[config.mk]
export PLATFORM = sky130hd
export DESIGN_NAME = sorted_threshold_palette_flat
export DESIGN_NICKNAME = d
export VERILOG_FILES = /design/src/design/stp_pkg.sv /design/src/design/stp_req_if.sv /design/src/design/stp_rsp_if.sv /design/src/design/stp_cell.sv /design/src/design/sorted_threshold_palette.sv /design/src/flat_wrapper.sv
export SDC_FILE = /design/constraint.sdc
export NUM_CORES = 2
export LEC_CHECK = 0
export BUFFER_PORTS_ARGS = -buffer_cell sky130_fd_sc_hd__buf_2
export CAP_MARGIN = 20
export CORE_UTILIZATION = 58
export CTS_CLUSTER_SIZE = 16
export DETAILED_ROUTE_END_ITERATION = 8
export PLACE_DENSITY = 0.77
export SKIP_LAST_GASP = 1
export SYNTH_ARGS = -nofsm -noshare
export SYNTH_HDL_FRONTEND = slang
export SYNTH_SLANG_ARGS = --single-unit
export TNS_END_PERCENT = 5
[constraint.sdc]
create_clock -name clk -period 7.05 [get_ports clk]
set_clock_uncertainty 0.2 [all_clocks]
set_input_delay 0.705 -clock clk [delete_from_list [all_inputs] [get_ports clk]]
set_output_delay 0.705 -clock clk [all_outputs]
set_load 0.005 [all_outputs]
[src/design/stp_pkg.sv]
// ----------------------------------------------------------------------------
// stp_pkg
// Shared types, codes and widths of the sorted threshold palette.
// ----------------------------------------------------------------------------
`default_nettype none

package stp_pkg;

  localparam int ENTRIES_DEF = 16;
  localparam int OP_W        = 2;
  localparam int VALUE_W     = 32;
  localparam int CHAN_W      = 8;
  localparam int POS_W       = 8;
  localparam int STATUS_W    = 2;
  localparam int COUNT_OUT_W = 9;

  localparam logic [OP_W-1:0] OP_INSERT = 2'd0;
  localparam logic [OP_W-1:0] OP_REMOVE = 2'd1;
  localparam logic [OP_W-1:0] OP_LOOKUP = 2'd2;

  localparam logic [STATUS_W-1:0] ST_OK     = 2'd0;
  localparam logic [STATUS_W-1:0] ST_FULL   = 2'd1;
  localparam logic [STATUS_W-1:0] ST_BADPOS = 2'd2;

  typedef struct packed {
    logic [CHAN_W-1:0] red;
    logic [CHAN_W-1:0] green;
    logic [CHAN_W-1:0] blue;
  } rgb_t;

  localparam rgb_t BLACK = '{red: '0, green: '0, blue: '0};

  typedef struct packed {
    logic signed [VALUE_W-1:0] threshold;
    rgb_t                      color;
  } entry_t;

  typedef struct packed {
    logic                      ins;
    logic                      rem;
    logic signed [VALUE_W-1:0] value;
    rgb_t                      color;
    logic [POS_W-1:0]          pos;
    logic [COUNT_OUT_W-1:0]    count;
  } cmd_t;

endpackage

`default_nettype wire

[src/design/stp_req_if.sv]
// ----------------------------------------------------------------------------
// stp_req_if
// Request channel: operation, value, color and position.
// ----------------------------------------------------------------------------
`default_nettype none

interface stp_req_if
  import stp_pkg::*;
  ();
  logic                      valid;
  logic                      ready;
  logic [OP_W-1:0]           op;
  logic signed [VALUE_W-1:0] value;
  logic [CHAN_W-1:0]         color_red;
  logic [CHAN_W-1:0]         color_green;
  logic [CHAN_W-1:0]         color_blue;
  logic [POS_W-1:0]          position;

  modport source (output valid, op, value, color_red, color_green, color_blue, position,
                  input ready);
  modport sink   (input valid, op, value, color_red, color_green, color_blue, position,
                  output ready);
endinterface

`default_nettype wire

[src/design/stp_rsp_if.sv]
// ----------------------------------------------------------------------------
// stp_rsp_if
// Response channel: looked-up color, status and entry count.
// ----------------------------------------------------------------------------
`default_nettype none

interface stp_rsp_if
  import stp_pkg::*;
  ();
  logic                   valid;
  logic                   ready;
  logic [CHAN_W-1:0]      out_red;
  logic [CHAN_W-1:0]      out_green;
  logic [CHAN_W-1:0]      out_blue;
  logic [STATUS_W-1:0]    status;
  logic [COUNT_OUT_W-1:0] entry_count;

  modport source (output valid, out_red, out_green, out_blue, status, entry_count,
                  input ready);
  modport sink   (input valid, out_red, out_green, out_blue, status, entry_count,
                  output ready);
endinterface

`default_nettype wire

[src/design/stp_cell.sv]
// ----------------------------------------------------------------------------
// stp_cell
// One table slot: compares its threshold, shifts up on insert, down on remove.
// ----------------------------------------------------------------------------
`default_nettype none

module stp_cell
  import stp_pkg::*;
#(
  parameter int IDX = 0
) (
  input  wire logic   clk,
  input  wire cmd_t   cmd,
  input  wire entry_t left,
  input  wire logic   left_take,
  input  wire logic   left_above,
  input  wire entry_t right,
  output entry_t      entry,
  output logic        take,
  output logic        above,
  output rgb_t        hit
);

  localparam logic [COUNT_OUT_W-1:0] IDX_C = COUNT_OUT_W'(IDX);
  localparam logic [COUNT_OUT_W-1:0] IDX_P = COUNT_OUT_W'(IDX);

  logic   occupied;
  entry_t fresh;

  assign occupied = IDX_C < cmd.count;
  assign above    = occupied && (entry.threshold > cmd.value);
  assign take     = above || !occupied;
  assign hit      = (above && !left_above) ? entry.color : BLACK;
  assign fresh    = '{threshold: cmd.value, color: cmd.color};

  always_ff @(posedge clk) begin
    if (cmd.ins && take) begin
      entry <= left_take ? left : fresh;
    end else if (cmd.rem && (IDX_P >= {1'b0, cmd.pos})) begin
      entry <= right;
    end
  end

endmodule

`default_nettype wire

[src/design/sorted_threshold_palette.sv]
// ----------------------------------------------------------------------------
// sorted_threshold_palette
// Sorted (threshold, color) table held in a row of compare-and-shift cells.
// ----------------------------------------------------------------------------
//  channel | dir | transfer payload
//  --------+-----+------------------------------------------------------------
//  req     | in  | op, value, color_red, color_green, color_blue, position
//  rsp     | out | out_red, out_green, out_blue, status, entry_count
//
//  All cells compare against the request value in parallel and shift by one
//  slot at the same edge; one request per cycle while no response is stalled.
//  The response is registered at the transfer and is valid in the cycle after.
//  Reset clears the entry count and the response valid; cell contents need none.
//  A stalled response holds and blocks a new request only while it is held.
// ----------------------------------------------------------------------------
`default_nettype none

module sorted_threshold_palette
  import stp_pkg::*;
#(
  parameter int ENTRIES = ENTRIES_DEF
) (
  input  wire logic clk,
  input  wire logic rst,
  stp_req_if.sink   req,
  stp_rsp_if.source rsp
);

  localparam int CW = $clog2(ENTRIES + 1);

  logic [CW-1:0] count;
  logic [CW-1:0] count_next;
  logic [COUNT_OUT_W-1:0] count_ext;
  logic [COUNT_OUT_W-1:0] pos_ext;

  logic accept;
  logic full;
  logic bad_pos;
  cmd_t cmd;

  entry_t entries [ENTRIES];
  entry_t right_in [ENTRIES];
  logic   take  [ENTRIES];
  logic   above [ENTRIES];
  rgb_t   hits  [ENTRIES];
  rgb_t   found;

  logic [STATUS_W-1:0] status_next;
  rgb_t                color_next;

  assign accept    = req.valid && req.ready;
  assign req.ready = !rsp.valid || rsp.ready;
  assign count_ext = COUNT_OUT_W'(count);
  assign pos_ext   = {1'b0, req.position};
  assign full      = count == CW'(ENTRIES);
  assign bad_pos   = pos_ext >= count_ext;

  always_comb begin
    cmd.ins   = accept && (req.op == OP_INSERT) && !full;
    cmd.rem   = accept && (req.op == OP_REMOVE) && !bad_pos;
    cmd.value = req.value;
    cmd.color = '{red: req.color_red, green: req.color_green, blue: req.color_blue};
    cmd.pos   = req.position;
    cmd.count = count_ext;
  end

  for (genvar i = 0; i < ENTRIES; i++) begin : g_cell
    if (i == ENTRIES - 1) begin : g_last
      assign right_in[i] = entries[i];
    end else begin : g_mid
      assign right_in[i] = entries[i+1];
    end
    if (i == 0) begin : g_first
      stp_cell #(.IDX(i)) u_cell (
        .clk(clk), .cmd(cmd),
        .left(entries[i]), .left_take(1'b0), .left_above(1'b0),
        .right(right_in[i]),
        .entry(entries[i]), .take(take[i]), .above(above[i]), .hit(hits[i])
      );
    end else begin : g_rest
      stp_cell #(.IDX(i)) u_cell (
        .clk(clk), .cmd(cmd),
        .left(entries[i-1]), .left_take(take[i-1]), .left_above(above[i-1]),
        .right(right_in[i]),
        .entry(entries[i]), .take(take[i]), .above(above[i]), .hit(hits[i])
      );
    end
  end

  always_comb begin
    found = BLACK;
    for (int i = 0; i < ENTRIES; i++) begin
      found = found | hits[i];
    end
  end

  always_comb begin
    count_next  = count;
    status_next = ST_OK;
    color_next  = BLACK;
    unique case (req.op)
      OP_INSERT: begin
        if (full) begin
          status_next = ST_FULL;
        end else begin
          count_next = count + CW'(1);
        end
      end
      OP_REMOVE: begin
        if (bad_pos) begin
          status_next = ST_BADPOS;
        end else begin
          count_next = count - CW'(1);
        end
      end
      OP_LOOKUP: color_next = found;
      default: ;
    endcase
  end

  always_ff @(posedge clk) begin
    if (rst) begin
      count     <= '0;
      rsp.valid <= 1'b0;
    end else begin
      if (accept) begin
        count     <= count_next;
        rsp.valid <= 1'b1;
      end else if (rsp.ready) begin
        rsp.valid <= 1'b0;
      end
    end
  end

  always_ff @(posedge clk) begin
    if (accept) begin
      rsp.out_red     <= color_next.red;
      rsp.out_green   <= color_next.green;
      rsp.out_blue    <= color_next.blue;
      rsp.status      <= status_next;
      rsp.entry_count <= COUNT_OUT_W'(count_next);
    end
  end

endmodule

`default_nettype wire

[src/flat_wrapper.sv]
// flat-port wrapper written by rule: the top's interface ports become plain ports
module sorted_threshold_palette_flat import stp_pkg::*;
#(
  parameter int ENTRIES = ENTRIES_DEF
)
  (clk, rst, req_valid, req_op, req_value, req_color_red, req_color_green, req_color_blue, req_position, req_ready, rsp_valid, rsp_out_red, rsp_out_green, rsp_out_blue, rsp_status, rsp_entry_count, rsp_ready);
  stp_req_if req_i ();
  stp_rsp_if rsp_i ();
  input  wire logic clk;
  input  wire logic rst;
  input wire logic [$bits(req_i.valid)-1:0] req_valid;
  input wire logic [$bits(req_i.op)-1:0] req_op;
  input wire logic [$bits(req_i.value)-1:0] req_value;
  input wire logic [$bits(req_i.color_red)-1:0] req_color_red;
  input wire logic [$bits(req_i.color_green)-1:0] req_color_green;
  input wire logic [$bits(req_i.color_blue)-1:0] req_color_blue;
  input wire logic [$bits(req_i.position)-1:0] req_position;
  output wire logic [$bits(req_i.ready)-1:0] req_ready;
  output wire logic [$bits(rsp_i.valid)-1:0] rsp_valid;
  output wire logic [$bits(rsp_i.out_red)-1:0] rsp_out_red;
  output wire logic [$bits(rsp_i.out_green)-1:0] rsp_out_green;
  output wire logic [$bits(rsp_i.out_blue)-1:0] rsp_out_blue;
  output wire logic [$bits(rsp_i.status)-1:0] rsp_status;
  output wire logic [$bits(rsp_i.entry_count)-1:0] rsp_entry_count;
  input wire logic [$bits(rsp_i.ready)-1:0] rsp_ready;
  assign req_i.valid = req_valid;
  assign req_i.op = req_op;
  assign req_i.value = req_value;
  assign req_i.color_red = req_color_red;
  assign req_i.color_green = req_color_green;
  assign req_i.color_blue = req_color_blue;
  assign req_i.position = req_position;
  assign req_ready = req_i.ready;
  assign rsp_valid = rsp_i.valid;
  assign rsp_out_red = rsp_i.out_red;
  assign rsp_out_green = rsp_i.out_green;
  assign rsp_out_blue = rsp_i.out_blue;
  assign rsp_status = rsp_i.status;
  assign rsp_entry_count = rsp_i.entry_count;
  assign rsp_i.ready = rsp_ready;
  sorted_threshold_palette #(.ENTRIES(ENTRIES)) u_core (.clk(clk), .rst(rst), .req(req_i), .rsp(rsp_i));
endmodule
Yosys cells after proc, flatten, opt, wreduce, memory -nomap -nowiden
Cells that the tools add are included.
W data, S select, Z words.

cells by class
  add/subtract/negate cells = 2
  multiply operators = 0
  div/mod/pow operators = 0
  order comparisons = 48
  equality and inequality tests = 3
  shifts and indexed selects = 0
  muxes and demuxes = 69
  bitwise operators = 15
  reductions and logical operators = 135

operators with widths
  cell                   count
  $mux W56               45
  $gt A32 B32 Y1         16
  $mux W24               16
  $or A24 B24 Y24        15
  $logic_and A1 B1 Y1    67
  $ge A4 B8 Y1 const A   7
  $lt A4 B5 Y1 const A   8
  $logic_not A1 Y1       34
  $ge A3 B8 Y1 const A   4
  $reduce_bool A2 Y1     16
  $lt A3 B5 Y1 const A   4
  $logic_or A1 B1 Y1     17
  $ge A1 B8 Y1 const A   2
  $ge A2 B8 Y1 const A   2
  $lt A1 B5 Y1 const A   2
  $lt A2 B5 Y1 const A   2
  $mux W5                2
  $pmux W5 S2            1
  $ge A8 B5 Y1           1
  $add A5 B1 Y5 const B  1
  $eq A5 B5 Y1 const B   1
  $sub A5 B1 Y5 const B  1
  $pmux W2 S2            1
  $mux W1                3
  other kinds (4)        4

word-level totals
  register bits = 933
  latch bits = 0
  memory bits (writable) = 0
  bits in read-only memories = 0
  input port bits = 70
  output and inout port bits = 37
  logic and storage cells = 343
  memories kept = 0

Longest topological paths before layout
  depth in word-level cells = 20
  depth in mapped cells = 15
  mapped depth without buffers = 11

By module
A second synthesis with hierarchy kept.

unflattened totals
  cell total of the unflattened synthesis = 6295
  area, all modules = 68712.2 sq um

modules (own cells, without submodules)
  module                                         instances  cells each  area each (sq um)  sequential area each (sq um)
  stp_cell (u_core.g_cell[2].g_rest.u_cell ...)  2          373         4047.6             1681.6
  stp_cell (u_core.g_cell[0].g_first.u_cell)     1          409         4485.6             1681.6
  stp_cell (u_core.g_cell[7].g_rest.u_cell)      1          372         4261.6             1681.6
  stp_cell (u_core.g_cell[15].g_rest.u_cell)     1          372         4250.3             1681.6
  stp_cell (u_core.g_cell[11].g_rest.u_cell)     1          405         4227.8             1681.6
  stp_cell (u_core.g_cell[8].g_rest.u_cell)      1          376         4204.0             1681.6
  stp_cell (u_core.g_cell[9].g_rest.u_cell)      1          376         4199.0             1681.6
  stp_cell (u_core.g_cell[5].g_rest.u_cell)      1          371         4060.1             1681.6
  stp_cell (u_core.g_cell[10].g_rest.u_cell)     1          373         4056.4             1681.6
  stp_cell (u_core.g_cell[12].g_rest.u_cell)     1          372         4047.6             1681.6
  stp_cell (u_core.g_cell[6].g_rest.u_cell)      1          373         4046.4             1681.6
  stp_cell (u_core.g_cell[13].g_rest.u_cell)     1          371         4045.1             1681.6
  stp_cell (u_core.g_cell[14].g_rest.u_cell)     1          373         4045.1             1681.6
  stp_cell (u_core.g_cell[1].g_rest.u_cell)      1          372         4042.6             1681.6
  2 more rows                                    --         --          --                 --

Worst setup path before layout
OpenSTA, ideal clock, no wires.

  path kind = input port to flip-flop
  start = input port req_position[0]
  end = register u_core.g_cell[2].g_rest.u_cell.entry[0] (netlist bit) (enable)
  setup time = 0.547 ns
  arrival time = 6.760 ns
  data required time = 6.303 ns
  setup slack = -0.457 ns
  cell stages on the path = 12
  buffers on the path = 2
  path through = inv_1 > ha_1 > nand2b_1 > a21o_1 > a21o_1 > a21oi_1 > o21ai_1 > or4_1 > clkbuf_1 > or2_1 > clkbuf_1 > o21ai_0

between the ends
  cells in the longest elaborated chain, start to end = 5
  elaborated cells between the ends (all ways) = 6
  those cells by class = 2 x order compare; 4 x reduce/logical

RTL lines
  element                                  line                            RTL
  from (decl)                              flat_wrapper.sv:17              input wire logic [$bits(req_i.position)-1:0] req_position;
  $ge A8 B5 Y1                             sorted_threshold_palette.sv:56  assign bad_pos = pos_ext >= count_ext;
  $logic_not A1 Y1                         sorted_threshold_palette.sv:60  cmd.rem = accept && (req.op == OP_REMOVE) && !bad_pos;
  $logic_and A1 B1 Y1                      sorted_threshold_palette.sv:60
  $logic_and A1 B1 Y1 (*)                  stp_cell.sv:39                  end else if (cmd.rem && (IDX_P >= {1'b0, cmd.pos})) begin
  $reduce_bool A2 Y1 (no source line) (*)  --
  to (signal assigned)                     stp_cell.sv:38                  entry <= left_take ? left : fresh;
  to (signal assigned)                     stp_cell.sv:40                  entry <= right;
  to (decl)                                stp_cell.sv:18                  output entry_t entry,

Every way passes the cells marked *; elsewhere a longest branch is shown, timed or not.
A chain may end at the register's enable or synchronous reset.

Final worst setup path
  start = input port req_value[31]
  end = register u_core.g_cell[1].g_rest.u_cell.entry[51] (netlist bit), data pin

between the ends
  cells in the longest elaborated chain, start to end = 5
  elaborated cells between the ends (all ways) = 9
  those cells by class = 2 x order compare; 2 x mux; 5 x reduce/logical

RTL lines
  element                                                 line                            RTL
  from (decl)                                             flat_wrapper.sv:13              input wire logic [$bits(req_i.value)-1:0] req_value;
  $gt A32 B32 Y1                                          stp_cell.sv:31                  assign above = occupied && (entry.threshold > cmd.value);
  $logic_and A1 B1 Y1                                     stp_cell.sv:31
  $logic_or A1 B1 Y1                                      stp_cell.sv:32                  assign take = above || !occupied;
  $mux W56 / $logic_and A1 B1 Y1 (equally long branches)  stp_cell.sv:38, stp_cell.sv:37
  $mux W56 (*)                                            stp_cell.sv:37                  if (cmd.ins && take) begin
  to (signal assigned)                                    stp_cell.sv:38
  to (signal assigned)                                    stp_cell.sv:40
  to (decl)                                               stp_cell.sv:18

Marked as above.

==> impl_metrics.yaml <==
run_status:
  status: "complete, but fails checks"
  violations: "design-rule violations"
logic_synthesis:
  synthAdderAreaFrac_pct: 10.8
  synth_top_family_by_area: "compound AO/OA/AOI/OAI gates"
  synth_compound_area_share_pct: 14.3
  ys_seq_elements: 933
  synth_cell_types: 87
  synthSimpleGateAreaFrac_pct: 10.5
  synth-async-reset-ratio_pct: 0
  syn_inst: 5665
  yosys-top-cells-count: "927 x edfxtp_1, 721 x mux2i_1, 663 x a21oi_1"
  yosysMostFrequentCell: "edfxtp_1"
  synthDominantCellAreaShare_pct: 46.2
  yosysWarningCount: 0
  syn-mean-instance-area_um2: 10.6
  synth-xor-area-share_pct: 0.0436
  ys.flop_type: "edfxtp_1"
  synth-edff-count: 927
  synth_mux_area_share_pct: 14.2
  netlist.top_cell.by_area: "edfxtp_1"
  ys_seq_area_share_pct: 46.4
  synth_area_leaders: "edfxtp_1 46%, mux2i_1 12%, ha_1 11%"
  synth_area_um2: 60200
critical_path:
  cpPeakStageDelay_ns: 0.98
  startpoint_type: "primary input"
  cp.arrival_ns: 5.86
  critPathMaxFanout: 43
  crit_path_end_kind: "flip-flop"
  path_class: "in2reg"
  worst-r2r-setup-slack_ns: 1.48
  r2r-start: "u_core.count[4]$_SDFFE_PP0P_"
  worstReg2RegEnd: "u_core.g_cell[4].g_rest.u_cell.entry[43]$_DFFE_PP_"
  rr_worst_depth: 9
  required_ns: 7.27
  crit_chain: "buf_2 > inv_1 > buf_4 > ha_1 > nand4_1 > nor4_1 > nand4_1 > nand3_1 > mux2_1 > and2_4 > nand2b_4 > buf_4 > mux2i_1 > a21oi_1"
  slowest_stage: "nor4_1"
timing:
  rsz0062_at_grt: "no"
  period_needed_ns: 5.64
  slew_viol_final: 0
  relSlewSlack_pct: 7.63
  fmax_mhz: 177
  hold_ws_ns: 0.0762
  hold_viol_final: 0
  worstMarginPinSlew_ns: 1.37
  fin_crit_sh_pct: 80.0
  worst_slack_ns: 1.41
  setup_viol: 0
drt:
  vias: 51300
  drc: 1
  drtIter0Drc: 8475
  drtAntennaViolNets: 0
  wl_per_cell_um: 31.5
  wl_um: 224000
  routed_via_density: 7.22
  dr.pass1.iters: 9
placement:
  routabilityCongestion: 1.06
  portBuffers: 102
  place.detailed.hpwl_um: 142000
  place_area_um2: 62500
  dpl_worst_slack_ns: 0.909
final_layout:
  final_util_pct: 64.6
  syn_to_final_growth_pct: 9.73
  final_nets: 6229
  postLayoutCellArea_um2: 66100
  drive_gt1_share_pct: 10.2
cts:
  cts_tree: "done"
  clk_latency_ns: 0.75
  clock_path_buffers: 3
  cts_sinks: 933
  post_cts_resized: 0
  root_buffer: "clkbuf_16"
  postCtsSetupRepairBufs: 0
  cts-htree-levels: 3
  clkTransAtPathRegs_ns: 0.06
  cts_buffers: 102
power:
  leakage_nw: 25.2
  finalPower_mw: 13.9
  max-vdd-ir-drop_v: 0.000225
  power_density_nw_per_um2: 211
min_path:
  holdPathEnd: "u_core.rsp.valid$_SDFFE_PP0P_"
  min_from: "rst"
  hp-class: "in2reg"
  whs_path_depth: 2
grt:
  grt.overflow.total: 0
  grt_pass1_vias: 48400
  antenna_found_initial: 13
  grt_pass1_wl_um: 323000
  track_usage_pct: 42.0
  grt_max_degree: 113
floorplanning:
  rows: 117
  dieArea_um2: 105000
  start_util_pct: 58.9
  fp.dieH_um: 324
  io_pins: 107
  design.core.area_um2: 102000
  die_x_um: 324
job:
  maxCapViolations: 0
## final cells by class
cell class / count / area, µm²
multi-input cells: 4274 / 30600
repair buffers: 249 / 2060
fillers: 7861 / 36200
flip-flops and latches: 933 / 28000
well taps: 1368 / 1710
clock inverters: 73 / 847
clock buffers: 120 / 2650
inverters: 79 / 297
diodes: 10 / 25.0
## how the worst max path moves through the flow
| stage | slack [ns] | to | from | cells after the start |
|---|---|---|---|---|
| 6_report | 1.41 | u_core.g_cell[1].g_rest.u_cell.entry[51]$_DFFE_PP_ | req_value[31] | 14 |
| 5_1_grt | 1.41 | u_core.g_cell[4].g_rest.u_cell.entry[43]$_DFFE_PP_ | u_core.count[4]$_SDFFE_PP0P_ | 9 |
| 3_3_place_gp | 0.94 | u_core.g_cell[1].g_rest.u_cell.entry[42]$_DFFE_PP_ | req_value[31] | 14 |
| 4_1_cts | 1.67 | u_core.g_cell[2].g_rest.u_cell.entry[43]$_DFFE_PP_ | req_value[22] | 14 |
| 3_5_place_dp | 0.91 | u_core.g_cell[3].g_rest.u_cell.entry[21]$_DFFE_PP_ | req_value[22] | 14 |
| 2_1_floorplan | -0.46 | u_core.g_cell[2].g_rest.u_cell.entry[0]$_DFFE_PP_ | req_position[0] | 12 |
## power by group
part	internal, mW	switching (mW)
registers	6.31	0.156
logic	0.559	1.18
clock network	3.23	2.49
## through the flow
stage / instances / TNS [ns]
global route: 7098 / 0
detailed placement: 6898 / 0
CTS: 7092 / 0
finish: 7106 / 0
global placement: 6893 / 0
floorplan: 5668 / -107.20
## kinds of logic (layout without fill, tap and decap cells)
kind of cell,Yosys count,count (layout)
other cells,1,14
simple gates,1417,1417
mux,835,835
buf+inv,461,521
compound gates,1495,1495
flops,933,933
fa+ha+maj,520,520
xor+xnor,3,3
## cell usage in the layout (no fill, tap or decap), drive strengths merged, types with 14 or more instances in the layout
cell	count
nand4	115
nor2b	23
a21o	59
o211ai	26
mux2	114
nor4	27
edfxtp	927
nor2	516
nor3	25
a21oi	665
clkbuf	120
o21ai	454
a211oi	21
nand2	522
a22oi	99
nand3	75
a222oi	48
mux2i	721
and4	30
bufinv	14
and3	31
clkinv	57
buf	248
inv	78
ha	520
a31oi	32
nand2b	15
## state kept, by name, indices dropped and copies added (netlist names)
register                            flops
u_core.rsp.entry_count                  5
u_core.rsp.status                       2
u_core.rsp.out_green                    8
u_core.rsp.out_red                      8
u_core.rsp.out_blue                     8
u_core.g_cell.g_first.u_cell.entry     56
u_core.g_cell.g_rest.u_cell.entry     840
u_core.count                            5
u_core.rsp.valid                        1
## timing repair
action / in CTS / in global routing
hold endpoints to repair: 1 / 0
hold buffers: 1 / 0
setup endpoints to repair: 0 / 0
## worst max-delay path, delay by kind of cell
| family | cells | cell delay, ns |
|---|---|---|
| AND/OR/NAND/NOR | 6 | 2.47 |
| adder cells (fa/ha/maj) | 1 | 0.46 |
| buffers and inverters | 4 | 1.60 |
| AO/OA/AOI/OAI | 1 | 0.10 |
| multiplexers | 2 | 0.46 |
## routing by layer
metal  vias up  share of wire [%]  routed length [µm]  GRT usage, %
met3       991                 15               32700          12.4
li1      21500                  -                   -             -
met5         -              0.042                  95         0.324
met1     24400                 35               79300          54.2
met2      4434                 42               93800          60.8
met4        10                8.0               17800          28.9
(Power assumes the default switching activity.)
